### config.mk
export PLATFORM = sky130hd
export DESIGN_NAME = calendar_date_minus_period
export DESIGN_NICKNAME = d
export VERILOG_FILES = /design/src/cdmp_pkg.sv /design/src/cdmp_split.sv /design/src/cdmp_step.sv /design/src/cdmp_join.sv /design/src/calendar_date_minus_period.sv
export SDC_FILE = /design/constraint.sdc
export NUM_CORES = 2
export LEC_CHECK = 0
export BUFFER_PORTS_ARGS = -buffer_cell sky130_fd_sc_hd__buf_4
export CAP_MARGIN = 40
export CORE_UTILIZATION = 40
export DETAILED_ROUTE_END_ITERATION = 6
export HOLD_SLACK_MARGIN = 0.08
export SLEW_MARGIN = 20
export SYNTH_ARGS = -nofsm -noshare
export SYNTH_HDL_FRONTEND = slang
export SYNTH_SLANG_ARGS = --single-unit
### constraint.sdc
create_clock -name aclk -period 9.25 [get_ports aclk]
set_input_delay 0.925 -clock aclk [delete_from_list [all_inputs] [get_ports aclk]]
set_output_delay 0.925 -clock aclk [all_outputs]
set_load 0.005 [all_outputs]
### src/cdmp_pkg.sv
// Shared widths, constants, tables and payload types of the date step-back pipeline.
`default_nettype none

package cdmp_pkg;

    localparam int DAY_BITS = 21;

    // Calendar constants of the era-based civil date conversion.
    localparam int ERA_DAYS    = 146097;
    localparam int EPOCH_SHIFT = 719468;
    localparam int CENT_DAYS   = 36524;

    // Biased serial width: the bias makes the era split work on a non-negative value.
    localparam int XW = (DAY_BITS >= 20) ? DAY_BITS + 1 : 21;
    localparam int QW = XW - 17;
    localparam int EW = QW + 2;
    localparam int SW = XW + 1;

    localparam longint ERA_BIAS = (longint'(1) << (DAY_BITS - 1)) / ERA_DAYS + 1;
    localparam longint X_OFFSET = EPOCH_SHIFT + ERA_BIAS * ERA_DAYS;
    localparam longint DAY_MIN  = -(longint'(1) << (DAY_BITS - 1));

    // Era estimate: the low bits are dropped, the rest is scaled by a reciprocal.
    localparam int     XH_SHIFT  = 10;
    localparam int     XHW       = XW - XH_SHIFT;
    localparam int     ERA_RS    = 32;
    localparam int     ERA_RW    = 25;
    localparam longint ERA_RECIP = (longint'(1) << (XH_SHIFT + ERA_RS)) / ERA_DAYS;
    localparam int     QPW       = XHW + ERA_RW;

    localparam int REM_W = 19;
    localparam int DOE_W = 18;

    // Exact reciprocals for division by small constants over a bounded input range.
    localparam int     K1460 = 29;
    localparam longint M1460 = ((longint'(1) << K1460) + 1459) / 1460;
    localparam int     P1_W  = 37;
    localparam int     K365  = 27;
    localparam longint M365  = ((longint'(1) << K365) + 364) / 365;
    localparam int     P2_W  = 37;
    localparam int     K153  = 19;
    localparam longint M153  = ((longint'(1) << K153) + 152) / 153;
    localparam int     P3_W  = 23;
    localparam int     K12   = 16;
    localparam longint M12   = ((longint'(1) << K12) + 11) / 12;
    localparam int     CQP_W = 25;

    typedef enum logic [1:0] {
        KIND_DAYS   = 2'd0,
        KIND_WEEKS  = 2'd1,
        KIND_MONTHS = 2'd2,
        KIND_NONE   = 2'd3
    } kind_t;

    // Civil date of the start serial, with the month count already split into years and months.
    typedef struct packed {
        logic [EW-1:0] era;
        logic [8:0]    yoe;
        logic [3:0]    mm;
        logic [4:0]    day;
        logic [8:0]    cq;
        logic [3:0]    cr;
    } split_t;

    // Target date: era, year of era, month 1 to 12 and clamped day.
    typedef struct packed {
        logic [EW-1:0] era;
        logic [8:0]    yoe;
        logic [3:0]    mon;
        logic [4:0]    day;
    } civil_t;

    // Target serial in two parts that the last stage adds.
    typedef struct packed {
        logic [SW-1:0]    era_days;
        logic [DOE_W-1:0] doe;
    } join_t;

    // First day of each month, counted from the first of March.
    function automatic logic [8:0] month_start(input logic [3:0] mp);
        logic [8:0] days;
        unique case (mp)
            4'd0:    days = 9'd0;
            4'd1:    days = 9'd31;
            4'd2:    days = 9'd61;
            4'd3:    days = 9'd92;
            4'd4:    days = 9'd122;
            4'd5:    days = 9'd153;
            4'd6:    days = 9'd184;
            4'd7:    days = 9'd214;
            4'd8:    days = 9'd245;
            4'd9:    days = 9'd275;
            4'd10:   days = 9'd306;
            4'd11:   days = 9'd337;
            default: days = 9'd0;
        endcase
        return days;
    endfunction

    function automatic logic [1:0] century_of(input logic [8:0] yoe);
        logic [1:0] c;
        priority if (yoe >= 9'd300) begin
            c = 2'd3;
        end else if (yoe >= 9'd200) begin
            c = 2'd2;
        end else if (yoe >= 9'd100) begin
            c = 2'd1;
        end else begin
            c = 2'd0;
        end
        return c;
    endfunction

    // Days from the start of the era to the first of March of the given year of era.
    function automatic logic [DOE_W-1:0] years_days(input logic [8:0] yoe);
        return DOE_W'(yoe) * DOE_W'(365) + DOE_W'(yoe >> 2) - DOE_W'(century_of(yoe));
    endfunction

endpackage

`default_nettype wire

### src/cdmp_split.sv
// Nine-stage split of a day serial into era, year of era, month and day.
`default_nettype none

module cdmp_split
    import cdmp_pkg::*;
(
    input  wire logic                       aclk,
    input  wire logic [8:0]                 stage_en,
    input  wire logic signed [DAY_BITS-1:0] day_serial,
    input  wire logic [11:0]                period_count,
    output split_t                          civil
);

    typedef struct packed {
        logic [EW-1:0] era;
        logic [8:0]    cq;
        logic [3:0]    cr;
    } carry_t;

    // Stage 0: biased serial and count.
    logic signed [XW:0] x_wide;
    logic [XW-1:0]      x_next;
    logic [XW-1:0]      x0_reg;
    logic [11:0]        cnt0_reg;

    // Stage 1: era estimate and month count split products.
    logic [QPW-1:0]   qp_next;
    logic [QPW-1:0]   qp_reg;
    logic [XW-1:0]    x1_reg;
    logic [CQP_W-1:0] cqp_next;
    logic [CQP_W-1:0] cqp_reg;
    logic [11:0]      cnt1_reg;

    // Stage 2: estimate and its remainder.
    logic [QW-1:0]    q_est;
    logic [XW-1:0]    rem_wide;
    logic [REM_W-1:0] rem_next;
    logic [8:0]       cq_next;
    logic [11:0]      cr_wide;
    logic [3:0]       cr_next;
    logic [QW-1:0]    q2_reg;
    logic [REM_W-1:0] rem2_reg;
    logic [8:0]       cq2_reg;
    logic [3:0]       cr2_reg;

    // Stage 3: corrected era and day of era.
    logic             over;
    logic [QW-1:0]    q_fix;
    logic [DOE_W-1:0] doe_next;
    logic [2:0]       cent_next;
    logic             last_next;
    carry_t           carry_next;
    logic [DOE_W-1:0] doe3_reg;
    logic [2:0]       cent3_reg;
    logic             last3_reg;
    carry_t           carry_reg [3:7];

    // Stage 4.
    logic [P1_W-1:0]  p1_next;
    logic [P1_W-1:0]  p1_reg;
    logic [DOE_W-1:0] doe4_reg;
    logic [2:0]       cent4_reg;
    logic             last4_reg;

    // Stage 5.
    logic [DOE_W-1:0] a_next;
    logic [P2_W-1:0]  p2_next;
    logic [P2_W-1:0]  p2_reg;
    logic [DOE_W-1:0] doe5_reg;

    // Stage 6.
    logic [8:0]       yoe_next;
    logic [DOE_W-1:0] doy_wide;
    logic [8:0]       doy_next;
    logic [8:0]       yoe6_reg;
    logic [8:0]       doy6_reg;

    // Stage 7.
    logic [10:0]     n_next;
    logic [P3_W-1:0] p3_next;
    logic [P3_W-1:0] p3_reg;
    logic [8:0]      yoe7_reg;
    logic [8:0]      doy7_reg;

    // Stage 8.
    logic [3:0] mp;
    logic [8:0] day_wide;
    logic [3:0] mm_next;
    split_t     civ_next;
    split_t     civ_reg;

    assign x_wide = (XW + 1)'(day_serial) + (XW + 1)'(X_OFFSET);
    assign x_next = x_wide[XW-1:0];

    assign qp_next  = QPW'(x0_reg[XW-1:XH_SHIFT]) * QPW'(ERA_RECIP);
    assign cqp_next = CQP_W'(cnt0_reg) * CQP_W'(M12);

    // The estimate is the true quotient or one less.
    assign q_est    = qp_reg[ERA_RS +: QW];
    assign rem_wide = x1_reg - XW'(q_est) * XW'(ERA_DAYS);
    assign rem_next = rem_wide[REM_W-1:0];
    assign cq_next  = cqp_reg[K12 +: 9];
    assign cr_wide  = cnt1_reg - 12'(cq_next) * 12'(12);
    assign cr_next  = cr_wide[3:0];

    assign over     = rem2_reg >= REM_W'(ERA_DAYS);
    assign q_fix    = q2_reg + QW'(over);
    assign doe_next = over ? DOE_W'(rem2_reg - REM_W'(ERA_DAYS)) : DOE_W'(rem2_reg);
    assign last_next = doe_next == DOE_W'(4 * CENT_DAYS);

    always_comb begin
        priority if (doe_next >= DOE_W'(4 * CENT_DAYS)) begin
            cent_next = 3'd4;
        end else if (doe_next >= DOE_W'(3 * CENT_DAYS)) begin
            cent_next = 3'd3;
        end else if (doe_next >= DOE_W'(2 * CENT_DAYS)) begin
            cent_next = 3'd2;
        end else if (doe_next >= DOE_W'(CENT_DAYS)) begin
            cent_next = 3'd1;
        end else begin
            cent_next = 3'd0;
        end
    end

    assign carry_next = '{era: EW'(q_fix) - EW'(ERA_BIAS), cq: cq2_reg, cr: cr2_reg};

    assign p1_next = P1_W'(doe3_reg) * P1_W'(M1460);

    assign a_next  = doe4_reg - DOE_W'(p1_reg[K1460 +: 7]) + DOE_W'(cent4_reg)
                   - DOE_W'(last4_reg);
    assign p2_next = P2_W'(a_next) * P2_W'(M365);

    assign yoe_next = p2_reg[K365 +: 9];
    assign doy_wide = doe5_reg - years_days(yoe_next);
    assign doy_next = doy_wide[8:0];

    assign n_next  = (11'(doy6_reg) << 2) + 11'(doy6_reg) + 11'd2;
    assign p3_next = P3_W'(n_next) * P3_W'(M153);

    assign mp       = p3_reg[K153 +: 4];
    assign day_wide = doy7_reg - month_start(mp) + 9'd1;
    assign mm_next  = (mp < 4'd10) ? mp + 4'd3 : mp - 4'd9;
    assign civ_next = '{era: carry_reg[7].era, yoe: yoe7_reg, mm: mm_next,
                        day: day_wide[4:0], cq: carry_reg[7].cq, cr: carry_reg[7].cr};

    always_ff @(posedge aclk) begin
        if (stage_en[0]) begin
            x0_reg   <= x_next;
            cnt0_reg <= period_count;
        end
        if (stage_en[1]) begin
            qp_reg   <= qp_next;
            x1_reg   <= x0_reg;
            cqp_reg  <= cqp_next;
            cnt1_reg <= cnt0_reg;
        end
        if (stage_en[2]) begin
            q2_reg   <= q_est;
            rem2_reg <= rem_next;
            cq2_reg  <= cq_next;
            cr2_reg  <= cr_next;
        end
        if (stage_en[3]) begin
            doe3_reg     <= doe_next;
            cent3_reg    <= cent_next;
            last3_reg    <= last_next;
            carry_reg[3] <= carry_next;
        end
        if (stage_en[4]) begin
            p1_reg    <= p1_next;
            doe4_reg  <= doe3_reg;
            cent4_reg <= cent3_reg;
            last4_reg <= last3_reg;
        end
        if (stage_en[5]) begin
            p2_reg   <= p2_next;
            doe5_reg <= doe4_reg;
        end
        if (stage_en[6]) begin
            yoe6_reg <= yoe_next;
            doy6_reg <= doy_next;
        end
        if (stage_en[7]) begin
            p3_reg   <= p3_next;
            yoe7_reg <= yoe6_reg;
            doy7_reg <= doy6_reg;
        end
        for (int i = 4; i <= 7; i++) begin
            if (stage_en[i]) begin
                carry_reg[i] <= carry_reg[i-1];
            end
        end
        if (stage_en[8]) begin
            civ_reg <= civ_next;
        end
    end

    assign civil = civ_reg;

endmodule

`default_nettype wire

### src/cdmp_step.sv
// Two-stage month step-back with year-of-era wrap and end-of-month clamp.
`default_nettype none

module cdmp_step
    import cdmp_pkg::*;
(
    input  wire logic         aclk,
    input  wire logic [1:0]   stage_en,
    input  wire split_t       civil,
    output civil_t            target
);

    logic               adj;
    logic signed [5:0]  m0;
    logic [3:0]         nmi_next;
    logic signed [10:0] t_next;
    logic signed [10:0] t_reg;
    logic [3:0]         nmi_reg;
    logic [4:0]         day_reg;
    logic [EW-1:0]      era_reg;

    logic [8:0]    ty;
    logic [EW-1:0] era_fix;
    logic [3:0]    nm;
    logic          leap;
    logic [4:0]    last;
    civil_t        tgt_next;
    civil_t        tgt_reg;

    // January and February belong to the next year of the March-based era.
    assign adj      = civil.mm <= 4'd2;
    assign m0       = $signed({2'b00, civil.mm}) - 6'sd1 - $signed({2'b00, civil.cr});
    assign nmi_next = m0[5] ? 4'(m0 + 6'sd12) : 4'(m0);
    assign t_next   = $signed({2'b00, civil.yoe}) + $signed({10'b0, adj})
                    - $signed({2'b00, civil.cq}) - $signed({10'b0, m0[5]});

    always_comb begin
        priority if (t_reg < 11'sd0) begin
            ty      = 9'(t_reg + 11'sd400);
            era_fix = era_reg - EW'(1);
        end else if (t_reg >= 11'sd400) begin
            ty      = 9'(t_reg - 11'sd400);
            era_fix = era_reg + EW'(1);
        end else begin
            ty      = 9'(t_reg);
            era_fix = era_reg;
        end
    end

    assign nm   = nmi_reg + 4'd1;
    // Leap years repeat every 400 years, so the year of era decides.
    assign leap = (ty[1:0] == 2'b00) && (ty != 9'd100) && (ty != 9'd200) && (ty != 9'd300);

    always_comb begin
        unique case (nm)
            4'd2:                         last = leap ? 5'd29 : 5'd28;
            4'd4, 4'd6, 4'd9, 4'd11:      last = 5'd30;
            default:                      last = 5'd31;
        endcase
    end

    assign tgt_next = '{era: era_fix, yoe: ty, mon: nm,
                        day: (day_reg > last) ? last : day_reg};

    always_ff @(posedge aclk) begin
        if (stage_en[0]) begin
            t_reg   <= t_next;
            nmi_reg <= nmi_next;
            day_reg <= civil.day;
            era_reg <= civil.era;
        end
        if (stage_en[1]) begin
            tgt_reg <= tgt_next;
        end
    end

    assign target = tgt_reg;

endmodule

`default_nettype wire

### src/cdmp_join.sv
// Two-stage conversion of the target civil date back to its day serial parts.
`default_nettype none

module cdmp_join
    import cdmp_pkg::*;
(
    input  wire logic       aclk,
    input  wire logic [1:0] stage_en,
    input  wire civil_t     target,
    output join_t           serial
);

    logic          below;
    logic [8:0]    yoe_next;
    logic [EW-1:0] era_next;
    logic [3:0]    mp;
    logic [8:0]    doy_next;
    logic [EW-1:0] era_reg;
    logic [8:0]    yoe_reg;
    logic [8:0]    doy_reg;

    logic signed [EW+18:0] era_prod;
    join_t                 join_next;
    join_t                 join_reg;

    // January and February count in the previous March-based year.
    assign below = target.mon <= 4'd2;

    always_comb begin
        if (below && (target.yoe == 9'd0)) begin
            yoe_next = 9'd399;
            era_next = target.era - EW'(1);
        end else begin
            yoe_next = target.yoe - 9'(below);
            era_next = target.era;
        end
    end

    assign mp       = below ? target.mon + 4'd9 : target.mon - 4'd3;
    assign doy_next = month_start(mp) + 9'(target.day) - 9'd1;

    assign era_prod  = $signed(era_reg) * $signed(19'(ERA_DAYS));
    assign join_next = '{era_days: SW'(era_prod), doe: years_days(yoe_reg) + DOE_W'(doy_reg)};

    always_ff @(posedge aclk) begin
        if (stage_en[0]) begin
            era_reg <= era_next;
            yoe_reg <= yoe_next;
            doy_reg <= doy_next;
        end
        if (stage_en[1]) begin
            join_reg <= join_next;
        end
    end

    assign serial = join_reg;

endmodule

`default_nettype wire

### src/calendar_date_minus_period.sv
// Top level of the date step-back pipeline: a date minus days, weeks or months.
//
// Input channel s_: a start date as a signed day serial (days since 1970-01-01,
// proleptic Gregorian), a period kind (days, weeks, months; the fourth code passes
// the date through) and a count of periods. Output channel m_: the date that many
// periods earlier and an underflow flag, set when the true date lies below the serial
// range and the result has been saturated to the lowest serial.
// Both channels use valid and ready; a word moves when both are high.
// The block is a fourteen-stage pipeline, and one word is accepted every cycle while
// the receiver takes the results.
// The depth is set by the month path, which splits the serial into era, year, month
// and day with reciprocal multiplications, steps and clamps the month, and joins
// the date back; days and weeks travel alongside it in a delay line.
// Each stage has its own valid bit, so when the receiver stalls, empty stages keep
// filling and s_ready only falls once the pipeline is full; nothing is lost.
// Reset (aresetn low at a clock edge) empties the pipeline; there is no other state.
`default_nettype none

module calendar_date_minus_period
    import cdmp_pkg::*;
(
    input  wire logic                       aclk,
    input  wire logic                       aresetn,
    input  wire logic                       s_valid,
    output logic                            s_ready,
    input  wire logic signed [DAY_BITS-1:0] s_day_serial,
    input  wire logic [1:0]                 s_kind,
    input  wire logic [11:0]                s_period_count,
    output logic                            m_valid,
    input  wire logic                       m_ready,
    output logic signed [DAY_BITS-1:0]      m_result_day,
    output logic                            m_underflow
);

    localparam int STAGES = 14;
    localparam int LAST   = STAGES - 1;

    logic [STAGES-1:0] v_reg;
    logic [STAGES-1:0] v_next;
    logic [STAGES-1:0] stage_en;

    logic signed [SW-1:0] start_w;
    logic [SW-1:0]        weeks_w;
    logic signed [SW-1:0] lin_next;
    logic                 month_next;
    logic signed [SW-1:0] lin_reg   [0:LAST-1];
    logic                 month_reg [0:LAST-1];

    split_t civil;
    civil_t target;
    join_t  serial;

    logic signed [SW-1:0]       res_month;
    logic signed [SW-1:0]       res;
    logic                       uf_next;
    logic signed [DAY_BITS-1:0] day_next;
    logic signed [DAY_BITS-1:0] day_reg;
    logic                       uf_reg;

    // A stage may load when it is empty or when the stage after it moves on.
    always_comb begin
        stage_en[LAST] = !v_reg[LAST] || m_ready;
        for (int i = LAST - 1; i >= 0; i--) begin
            stage_en[i] = !v_reg[i] || stage_en[i+1];
        end
    end

    always_comb begin
        v_next = v_reg;
        if (stage_en[0]) begin
            v_next[0] = s_valid;
        end
        for (int i = 1; i < STAGES; i++) begin
            if (stage_en[i]) begin
                v_next[i] = v_reg[i-1];
            end
        end
    end

    always_ff @(posedge aclk) begin
        if (!aresetn) begin
            v_reg <= '0;
        end else begin
            v_reg <= v_next;
        end
    end

    assign s_ready = stage_en[0];

    // Days and weeks subtract at once; the result waits beside the month path.
    assign start_w = SW'(s_day_serial);
    assign weeks_w = SW'({s_period_count, 3'b000}) - SW'(s_period_count);

    always_comb begin
        unique case (kind_t'(s_kind))
            KIND_DAYS:   lin_next = start_w - $signed(SW'(s_period_count));
            KIND_WEEKS:  lin_next = start_w - $signed(weeks_w);
            KIND_MONTHS: lin_next = start_w;
            KIND_NONE:   lin_next = start_w;
            default:     lin_next = start_w;
        endcase
    end

    assign month_next = kind_t'(s_kind) == KIND_MONTHS;

    always_ff @(posedge aclk) begin
        if (stage_en[0]) begin
            lin_reg[0]   <= lin_next;
            month_reg[0] <= month_next;
        end
        for (int i = 1; i < LAST; i++) begin
            if (stage_en[i]) begin
                lin_reg[i]   <= lin_reg[i-1];
                month_reg[i] <= month_reg[i-1];
            end
        end
    end

    cdmp_split u_split (
        .aclk         (aclk),
        .stage_en     (stage_en[8:0]),
        .day_serial   (s_day_serial),
        .period_count (s_period_count),
        .civil        (civil)
    );

    cdmp_step u_step (
        .aclk     (aclk),
        .stage_en (stage_en[10:9]),
        .civil    (civil),
        .target   (target)
    );

    cdmp_join u_join (
        .aclk     (aclk),
        .stage_en (stage_en[12:11]),
        .target   (target),
        .serial   (serial)
    );

    assign res_month = $signed(serial.era_days) + $signed(SW'(serial.doe))
                     - $signed(SW'(EPOCH_SHIFT));
    assign res       = month_reg[LAST-1] ? res_month : lin_reg[LAST-1];
    assign uf_next   = res < SW'(DAY_MIN);
    assign day_next  = uf_next ? DAY_BITS'(DAY_MIN) : res[DAY_BITS-1:0];

    always_ff @(posedge aclk) begin
        if (stage_en[LAST]) begin
            day_reg <= day_next;
            uf_reg  <= uf_next;
        end
    end

    assign m_valid      = v_reg[LAST];
    assign m_result_day = day_reg;
    assign m_underflow  = uf_reg;

`ifndef NO_ASSERTIONS
    // With the output register empty, every stage can move, so the input is open.
    a_ready_when_drained: assert property (@(posedge aclk) disable iff (!aresetn)
        !m_valid |-> s_ready)
        else $error("input stalled while the output register was empty");

    // A saturated result always carries the lowest serial.
    a_underflow_saturates: assert property (@(posedge aclk) disable iff (!aresetn)
        (m_valid && m_underflow) |-> (m_result_day == DAY_BITS'(DAY_MIN)))
        else $error("underflow flagged without a saturated result");

    // A word in the last inner stage reaches the output once the output can take it.
    a_last_stage_moves: assert property (@(posedge aclk) disable iff (!aresetn)
        (v_reg[LAST-1] && (!m_valid || m_ready)) |=> m_valid)
        else $error("word lost between the last stage and the output register");
`endif

endmodule

`default_nettype wire
==> impl_metrics.json <==
{
  "status": "finished clean",
  "drt-met1-wl_mm": 51.15,
  "routed-wl-met3_mm": 2.966,
  "worst_slack_ps": 406.2,
  "via_per_inst": 4.771,
  "row_count": 140,
  "grt_pass1_wl_mm": 181.7,
  "yosysUniqueCellTypes": 82,
  "cp-start-kind": "flip-flop",
  "grt_max_degree": 65,
  "r2r_start": "u_split.p1_reg[29]",
  "hold_ws_ps": 406.6,
  "critPathMaxFanout": 4,
  "wl_per_cell_um": 15.89,
  "routed-via-count": 33100,
  "cts_tree": "yes",
  "netlist.area_leader.share_pct": 39.95,
  "port_buffers": 62,
  "route.detailed.drc": 0,
  "ys_top_cells_by_area": "edfxtp_1 (40%), ha_1 (20%), fa_1 (17%)",
  "wl_met2_mm": 53.97,
  "relSlewSlack_pct": 39.37,
  "ios": 63,
  "htree_levels": 3,
  "first_global_vias": 34790,
  "critical_path.slowest_cell": "fa_1",
  "r2r_cells": 39,
  "postSynthAreaPerCell_um2": 12.38,
  "setup-tns-final_ps": 0,
  "drt_first_pass_iters": 7,
  "highest_layer": "met5",
  "critPathKind": "reg2reg",
  "drt_wl_total_mm": 110.3,
  "synth_seq_cells": 802,
  "yosys.area.top_type": "edfxtp_1",
  "core_mm2": 0.1459,
  "critPathRequiredTime_ps": 9670,
  "fmax_mhz": 113.1,
  "tightest_slew_ps": 909.4,
  "place.gp.congestion": 0.8849,
  "synthArstFlopShare_pct": 0,
  "layout.nets": 6429,
  "max_stage_delay_ps": 540,
  "ys_seq_area_share_pct": 40.60,
  "ant_nets": 0,
  "clkSinkCount": 802,
  "cp-startpoint": "u_split.p1_reg[29]",
  "crit_arrival_ps": 9270,
  "clk_pin_slew_ps": 60,
  "fin_crit_sh_pct": 95.61,
  "min_path_type": "reg2reg",
  "cts_buffers": 86,
  "synth.most_common_cell": "inv_1",
  "die-area_mm2": 0.1487,
  "cts_root_buf": "clkbuf_16",
  "fp.dieW_um": 385.6,
  "clk_latency_ps": 670,
  "synth_cells": 4755,
  "dieHeight_um": 385.6,
  "synth_warnings": 0,
  "endpoint": "u_split.p2_reg[33]",
  "synthTopCellsByCount": "inv_1 (1048), ha_1 (946), edfxtp_1 (783), fa_1 (491), xnor2_1 (199)",
  "crit_top_cell": "fa_1",
  "finalCriticalPeriod_ps": 8844,
  "drv_slew": 0,
  "hold_violations": 0,
  "syn-num-nets": 6231,
  "antenna_found_initial": 6,
  "syn_area_mm2": 0.05885,
  "gr-total-overflow": 0,
  "pre_cts_slack_ps": -492.3,
  "dp.final_hpwl_mm": 88.74,
  "fill_cells": 13210,
  "drive_gt1_share_pct": 7.035,
  "initial_core_util_pct": 40.33,
  "cap_violations": 0,
  "largest_reg_flops": 286,
  "cts_buffer_depth": 3,
  "reg2reg_slack_ps": 410,
  "whs_path_depth": 0,
  "synth_edf_count": 783,
  "drt_iter0_drc": 1451,
  "grt_use_total_pct": 15.40,
  "synth-main-ff-cell": "edfxtp_1",
  "timing.rr.end": "u_split.p2_reg[33]",
  "area_growth_pct": 11.10,
  "skew_ps": 25.19,
  "final-setup-viol-count": 0,
  "endpoint_kind": "flip-flop"
}
-- worst min-delay path by stage --
stage                                    to               startpoint  slack, ps
floorplan                   lin_reg[0][100]           lin_reg[0][77]        400
global placement    u_split.carry_reg[6][4]  u_split.carry_reg[5][4]        400
detailed placement          lin_reg[0][120]           lin_reg[0][97]        400
CTS                     u_split.yoe7_reg[7]      u_split.yoe6_reg[7]        410
global route                 lin_reg[0][89]           lin_reg[0][66]        410
finish                       lin_reg[1][71]           lin_reg[1][48]        410
-- layout make-up --
cell class,instances,area (µm²),area share (%)
Timing Repair Buffer,142,1269,1.940
Sequential cell,802,23890,36.54
Inverter,1049,3938,6.022
Multi-Input combinational cell,2872,31080,47.53
Antenna cell,3,7.507,0.01148
Tap cell,1917,2399,3.668
Clock buffer,107,2281,3.489
Clock inverter,46,518.0,0.7922
-- layout by cell type (no fill, tap or decap), types with 30 or more instances in the layout --
master     count
xnor2_1      198
o21ai_0       96
nor3_1        58
inv_1       1034
clkbuf_16     86
a21o_1        60
a21oi_1      149
nand2_1      125
xor2_1        79
nor2_1       149
fa_1         489
nand3_1       57
o21bai_1      33
ha_1         938
edfxtp_1     783
and3_1        30
o21a_1        33
nor2b_1       36
buf_4        126
-- layer usage --
metal	vias up	GRT usage, %
met3	121	2.033
met2	361	26.78
met1	16170	20.25
li1	16440	-
met5	-	0
met4	2	3.718
-- critical path: cells and delay by family (launching register included) --
kind / cells / cell delay (ps)
compound gates: 10 / 2100
simple gates: 6 / 580
xor+xnor: 2 / 270
buf+inv: 10 / 860
flops: 1 / 350
fa+ha+maj: 11 / 4460
-- what timing repair did --
| action | CTS | global route |
|---|---|---|
| hold buffers | 0 | 0 |
| pin swaps | 1 | 32 |
| gates resized for setup | 6 | 34 |
| endpoints found under the setup margin | 6 | 8 |
| buffers inserted | 3 | 11 |
-- cells by family after synthesis --
kind of cell | after synthesis | synth area share (%)
adders and majority gates | 1437 | 36.81
muxes | 30 | 0.5315
AOI/OAI and AO/OA | 541 | 6.034
xor gates and xnor gates | 280 | 4.199
buffers and inverters | 1081 | 6.916
DFF | 802 | 40.60
and+or+nand+nor | 584 | 4.907
-- stage by stage --
| step | utilization, % | std cells | area, µm² |
|---|---|---|---|
| after global routing | 44.81 | 6938 | 65380 |
| after detailed placement | 42.59 | 6761 | 62150 |
| final | 44.81 | 6938 | 65380 |
| after CTS | 44.54 | 6917 | 65000 |
| after global placement | 42.50 | 6754 | 62010 |
| after floorplan | - | 4755 | 58860 |
Power is left out: the tool's default activity adds up to more than one toggle a clock period on the data nets, which glitch-free logic cannot reach.
